File: config.mk
export PLATFORM = sky130hd
export DESIGN_NAME = lcp_cell
export DESIGN_NICKNAME = d
export VERILOG_FILES = /design/src/hdl/lcp_pkg.sv /design/src/hdl/lcp_cell.sv
export SDC_FILE = /design/constraint.sdc
export NUM_CORES = 1
export LEC_CHECK = 0
export ABC_AREA = 1
export BUFFER_PORTS_ARGS = -buffer_cell sky130_fd_sc_hd__buf_2
export CAP_MARGIN = 5
export CORE_ASPECT_RATIO = 1.4
export CORE_MARGIN = 2
export CORE_UTILIZATION = 30
export CTS_CLUSTER_DIAMETER = 120
export DETAILED_ROUTE_END_ITERATION = 12
export GPL_TIMING_DRIVEN = 0
export PLACE_DENSITY = 0.53
export SYNTH_ARGS = -nofsm -noshare
export SYNTH_HDL_FRONTEND = slang
export SYNTH_SLANG_ARGS = --single-unit
File: constraint.sdc
create_clock -name clk -period 4.2 [get_ports clk]
set_input_delay 0.63 -clock clk [delete_from_list [all_inputs] [get_ports clk]]
set_output_delay 0.63 -clock clk [all_outputs]
set_load 0.01 [all_outputs]
File: src/hdl/lcp_pkg.sv
// Package for the latency compensation planner: item types and codes.
// No dependencies.
`timescale 1ns / 1ps
package lcp_pkg;
  localparam logic [2:0] OP_CLEAR       = 3'd0;
  localparam logic [2:0] OP_ADD_BUS     = 3'd1;
  localparam logic [2:0] OP_ADD_TRACK   = 3'd2;
  localparam logic [2:0] OP_ADD_SEND    = 3'd3;
  localparam logic [2:0] OP_FINISH      = 3'd4;
  localparam logic [2:0] OP_QUERY_BUS   = 3'd5;
  localparam logic [2:0] OP_QUERY_TRACK = 3'd6;
  localparam logic [2:0] OP_QUERY_SEND  = 3'd7;

  localparam logic [2:0] ST_OK            = 3'd0;
  localparam logic [2:0] ST_BAD_BUS       = 3'd1;
  localparam logic [2:0] ST_TRACK_UNKNOWN = 3'd2;
  localparam logic [2:0] ST_SEND_UNKNOWN  = 3'd3;
  localparam logic [2:0] ST_SEND_NO_BUS   = 3'd4;
  localparam logic [2:0] ST_FULL          = 3'd5;

  typedef struct packed {
    logic [2:0]         operation;
    logic [15:0]        item_id;
    logic [15:0]        dest_bus_id;
    logic signed [23:0] latency;
    logic               enabled;
  } lcp_in_t;

  typedef struct packed {
    logic [2:0]  status;
    logic [15:0] issue_id;
    logic [23:0] delay;
    logic [23:0] total_latency;
    logic        to_master;
    logic        found;
  } lcp_out_t;

  // Token passed down the cell chain each scan cycle
  typedef struct packed {
    logic        live;      // scan token in flight
    logic [15:0] key;       // bus id searched (0 = none)
    logic        hit;       // match seen upstream
    logic [22:0] hit_in;    // input latency of the match
    logic [22:0] hit_plug;  // plugin latency of the match
    logic        hit_act;   // active flag of the match
    logic [23:0] max_tot;   // running max of active totals
  } lcp_tok_t;

  // Command broadcast to every cell
  typedef struct packed {
    logic        clr;
    logic        wr_new;   // write new bus at the slot equal to bus_count
    logic        raise;    // raise bus with id raise_key
    logic [15:0] raise_key;
    logic [22:0] lat;
  } lcp_cmd_t;
endpackage

File: src/hdl/lcp_cell.sv
// One bus slot of the planner chain: stores id, latencies, active flag.
// Depends on lcp_pkg.
`timescale 1ns / 1ps
module lcp_cell (
  input  logic              clk,
  input  logic              rst,
  input  logic              sel,      // this slot receives a new bus
  input  logic              used,     // slot below bus count
  input  lcp_pkg::lcp_cmd_t cmd,
  input  lcp_pkg::lcp_tok_t tok_in,
  output lcp_pkg::lcp_tok_t tok_out
);
  import lcp_pkg::*;
  logic [15:0] bus_id;
  logic [22:0] plug;
  logic [22:0] in_lat;
  logic        active;
  logic [23:0] tot;
  logic        match;
  lcp_tok_t    tok_next;

  assign tot   = {1'b0, in_lat} + {1'b0, plug};
  assign match = used && (tok_in.key != 16'd0) && (bus_id == tok_in.key);

  // Hold slot contents; load on add (id from raise_key), raise on track or send
  always_ff @(posedge clk) begin
    if (rst || cmd.clr) begin
      active <= 1'b0;
    end else if (cmd.wr_new && sel) begin
      bus_id <= cmd.raise_key;
      plug   <= cmd.lat;
      in_lat <= 23'd0;
      active <= 1'b0;
    end else if (cmd.raise && used && bus_id == cmd.raise_key) begin
      active <= 1'b1;
      if (cmd.lat > in_lat) in_lat <= cmd.lat;
    end
  end

  // Pick up the first match and fold this slot's total into the running max
  always_comb begin
    tok_next = tok_in;
    if (match && !tok_in.hit) begin
      tok_next.hit      = 1'b1;
      tok_next.hit_in   = in_lat;
      tok_next.hit_plug = plug;
      tok_next.hit_act  = active;
    end
    if (used && active && tot > tok_in.max_tot) tok_next.max_tot = tot;
  end

  // Advance the token one slot per cycle
  always_ff @(posedge clk) begin
    if (rst) begin
      tok_out.live <= 1'b0;
    end else begin
      tok_out <= tok_next;
    end
  end
endmodule

==> results by group <==
Status
  • Status: finished, final reports clean

STA
  • Hold Vio Cnt, Final: 0
  • Skew final: 0.00911 ns
  • FMAX: 271 MHz
  • Setup violations, final: 0
  • Slew Limit Fails: 0
  • Hold slack: 0.379 ns
  • RSZ-0062 raised after global routing: no
  • Final Cycle Share: 0.880
  • Crit path time final: 3.69 ns
  • Post-route setup TNS: 0 ns
  • Worst slew pin tran: 1.12 ns
  • Worst rel slew slack: 0.250

Routing
  • Average routed wire per standard cell: 15.7 um
  • Total iterations of the first detailed-routing run: 4
  • Via/cell ratio: 4.57
  • 1st-iter DRT viols: 350
  • WL final: 27500 um
  • # DRC: 0
  • Vias: 8015
  • DRT antenna net count: 0

Critical path
  • CP Class: flop to flop
  • Worst setup SP type: flop
  • Crit path required time: 4.40 ns
  • Critical Path AT: 3.89 ns
  • Crit Path Max Fanout: 10
  • RR Startpoint: in_lat[0]$_SDFFCE_PP0P_
  • CP startpoint: in_lat[0]$_SDFFCE_PP0P_
  • Worst Setup End Kind: flop

Pwr
  • Gate power share: 0.148
  • Pwr Total: 3.92 mW
  • Switching pwr: 0.991 mW
  • Sequential fraction of design power: 0.460
  • VDD IR max: 0.306 mV
  • Power per cell area: 341 nW/um^2
  • LEAKAGE: 5.83 nW
  • Clock power share: 0.393
  • Sw frac: 0.253
  • Int Pwr: 2.92 mW

Clock network
  • Clock Pin Slew Worst Setup and Hold Paths: 0.06 ns
  • Post-CTS Setup Bufs: 0
  • CTS root buf: clkbuf_16
  • CTS tree: built
  • CTS H-tree depth: 4
  • CTS Buf Count: 17
  • Post-CTS sizing: 0
  • Later-pin clock latency in the skew report: 0.44 ns
  • CTS sink cnt: 152
  • Hold buffers post-CTS: 0
  • Max clock buf depth: 2

Floorplan
  • Die Area: 32200 um^2
  • Die height: 212 um
  • Io pins: 224
  • Core box area: 30500 um^2
  • Starting Density: 0.303
  • Cell Rows: 76
  • Die W: 152 um

Place
  • Post-DP HPWL: 22600 um
  • GP Congestion: 0.891
  • Dpl cells: 1715
  • I/O Buffers: 223

Cells and area
  • Share of layout cells above drive strength 1: 0.209
  • Final nets: 1550
  • Fin cells: 1753
  • P&R area growth vs syn: 24.3%

Synth
  • Gate Count Post-Synth: 1100
  • Mapped Area: 9240 um^2
  • Top cell type's share of synthesized area: 0.487
  • Biggest area consumer among synthesized cells: edfxtp_1
  • Ys flop type: edfxtp_1
  • EDFF count, synth: 150
  • Synth top area cells: edfxtp_1 49%, nand2_1 15%, ha_1 9.5%
  • Synth Area per Inst: 8.40 um^2
  • Yosys cell types: 36
  • Post-synthesis register bit count: 152
  • Syn nets: 1306
  • Seq/Total Area, Yosys: 0.492
  • YS warnings: 0
  • Async SR Flop Fraction: 0

GRT
  • Overflow after GRT: 0
  • Largest net degree at the start of global routing: 68
  • Number of global-route vias before repair: 7976
  • First-pass GRT wire length: 41500 um
  • GRT Total Usage: 0.171
  • Initial antenna violation count: 12

Hold path
  • Hold path start: cmd[28]
  • Hold Path Class: primary input to flop

Job
  • Max-cap viol count: 0
-- layer usage --
layer  part of all wire  wire length, um  GRT usage  up-vias
met4              0.036              979     0.0819       12
li1                   -                -          -     4091
met2               0.54            14700      0.327      203
met1               0.38            10300      0.169     3650
met3              0.051             1400     0.0467       59
met5             0.0024               65          0        -
-- power groups by stage --
stage                     clock network (mW)  logic (mW)  registers (mW)
after floorplan                            0       0.297            1.87
after global placement                     0       0.569            1.84
after detailed placement                   0       0.584            1.83
after CTS                               1.59       0.586            1.80
after global routing                    1.64       0.657            1.81
final                                   1.54       0.578            1.80
-- path summary, 6_finish.rpt --
check / end / slack (ns) / cells past startpoint
max: tok_out[9]$_DFFE_PN_ / 0.51 / 23
min: bus_id[5]$_DFFE_PP_ / 0.38 / 1
max reg2reg: tok_out[9]$_DFFE_PN_ / 0.51 / 23
min reg2reg: active$_SDFFE_PP0P_ / 0.51 / 1
-- per-stage QoR --
step	util	cell area [um^2]	worst slack, ns
finish	0.376	11500	0.505
global route	0.376	11500	0.273
CTS	0.376	11500	0.498
detailed placement	0.357	10900	0.526
global placement	0.355	10800	-0.937
floorplan	-	9240	0.636
-- worst max-delay path, stage by stage (launching register included) --
cell and delay [ns]:
edfxtp_1 0.48, ha_1 0.26, fa_1 0.39, nand2_1 0.07, inv_1 0.06, nand2_1 0.05
nand2_1 0.13, nand2_1 0.09, nand2_1 0.13, nand2_1 0.12, nand3_1 0.08, nand2_1 0.06
nand2_1 0.10, ha_1 0.32, nand4_1 0.12, nor2_1 0.23, nand2_1 0.09, clkinv_1 0.06
a21oi_1 0.07, nand2_2 0.13, inv_2 0.11, buf_4 0.19, nand2_1 0.07, nand2_1 0.05
-- placed cells by master, fill, tap and decap left out, types with 2 or more instances in the layout --
cell type and n:
xnor2_1 8, a21o_1 2, clkinv_2 3, buf_6 2
o21a_1 2, nand2_1 375, inv_2 3, clkbuf_16 17
or2_2 5, o22ai_1 6, nor2_2 2, clkinv_1 2
nor3_1 6, diode_2 6, dfxtp_1 2, buf_4 6
edfxtp_1 150, inv_1 186, nand4_1 64, nand3_1 32
ha_1 70, o21ai_0 19, nor2_1 80, xor2_1 8
clkbuf_1 12, a21oi_1 35, o21bai_1 3, bufinv_16 3
buf_2 235, nand3b_1 3
-- synth_stat cells, types with 2 or more instances --
library cell	n
or2_2	5
buf_6	2
buf_4	6
inv_1	187
a21oi_1	35
ha_1	70
nor2_1	81
o22ai_1	6
clkbuf_1	6
edfxtp_1	150
o21ai_0	19
nand3b_1	3
nand3_1	32
nor2_2	2
nor3_1	6
o21bai_1	3
buf_2	12
dfxtp_1	2
nand4_1	64
inv_2	3
xnor2_1	8
xor2_1	8
o21a_1	2
nand2_1	375
a21o_1	2
-- kinds of logic after synthesis --
family          count (synthesis)  share of synthesized area
compound gates                 72                     0.0433
simple gates                  572                      0.259
fa+ha+maj                      71                     0.0969
buf+inv                       217                     0.0938
xor+xnor                       16                     0.0152
flops                         152                      0.492
-- flip-flops by register name, indices dropped and copies added (netlist names) --
name / cells
tok_out: 89
in_lat: 23
plug: 23
bus_id: 16
active: 1
-- layout make-up --
| cell class | count | area (um^2) |
|---|---|---|
| fillers | 3217 | 19000 |
| flip-flops and latches | 152 | 4540 |
| multi-input cells | 731 | 3840 |
| repair buffers | 225 | 1160 |
| inverters | 191 | 719 |
| well taps | 390 | 488 |
| clock buffers | 23 | 448 |
| plain buffers | 26 | 150 |
| clock inverters | 9 | 125 |
| diodes | 6 | 15.0 |
No activity file was read; power rests on OpenSTA's default activity.
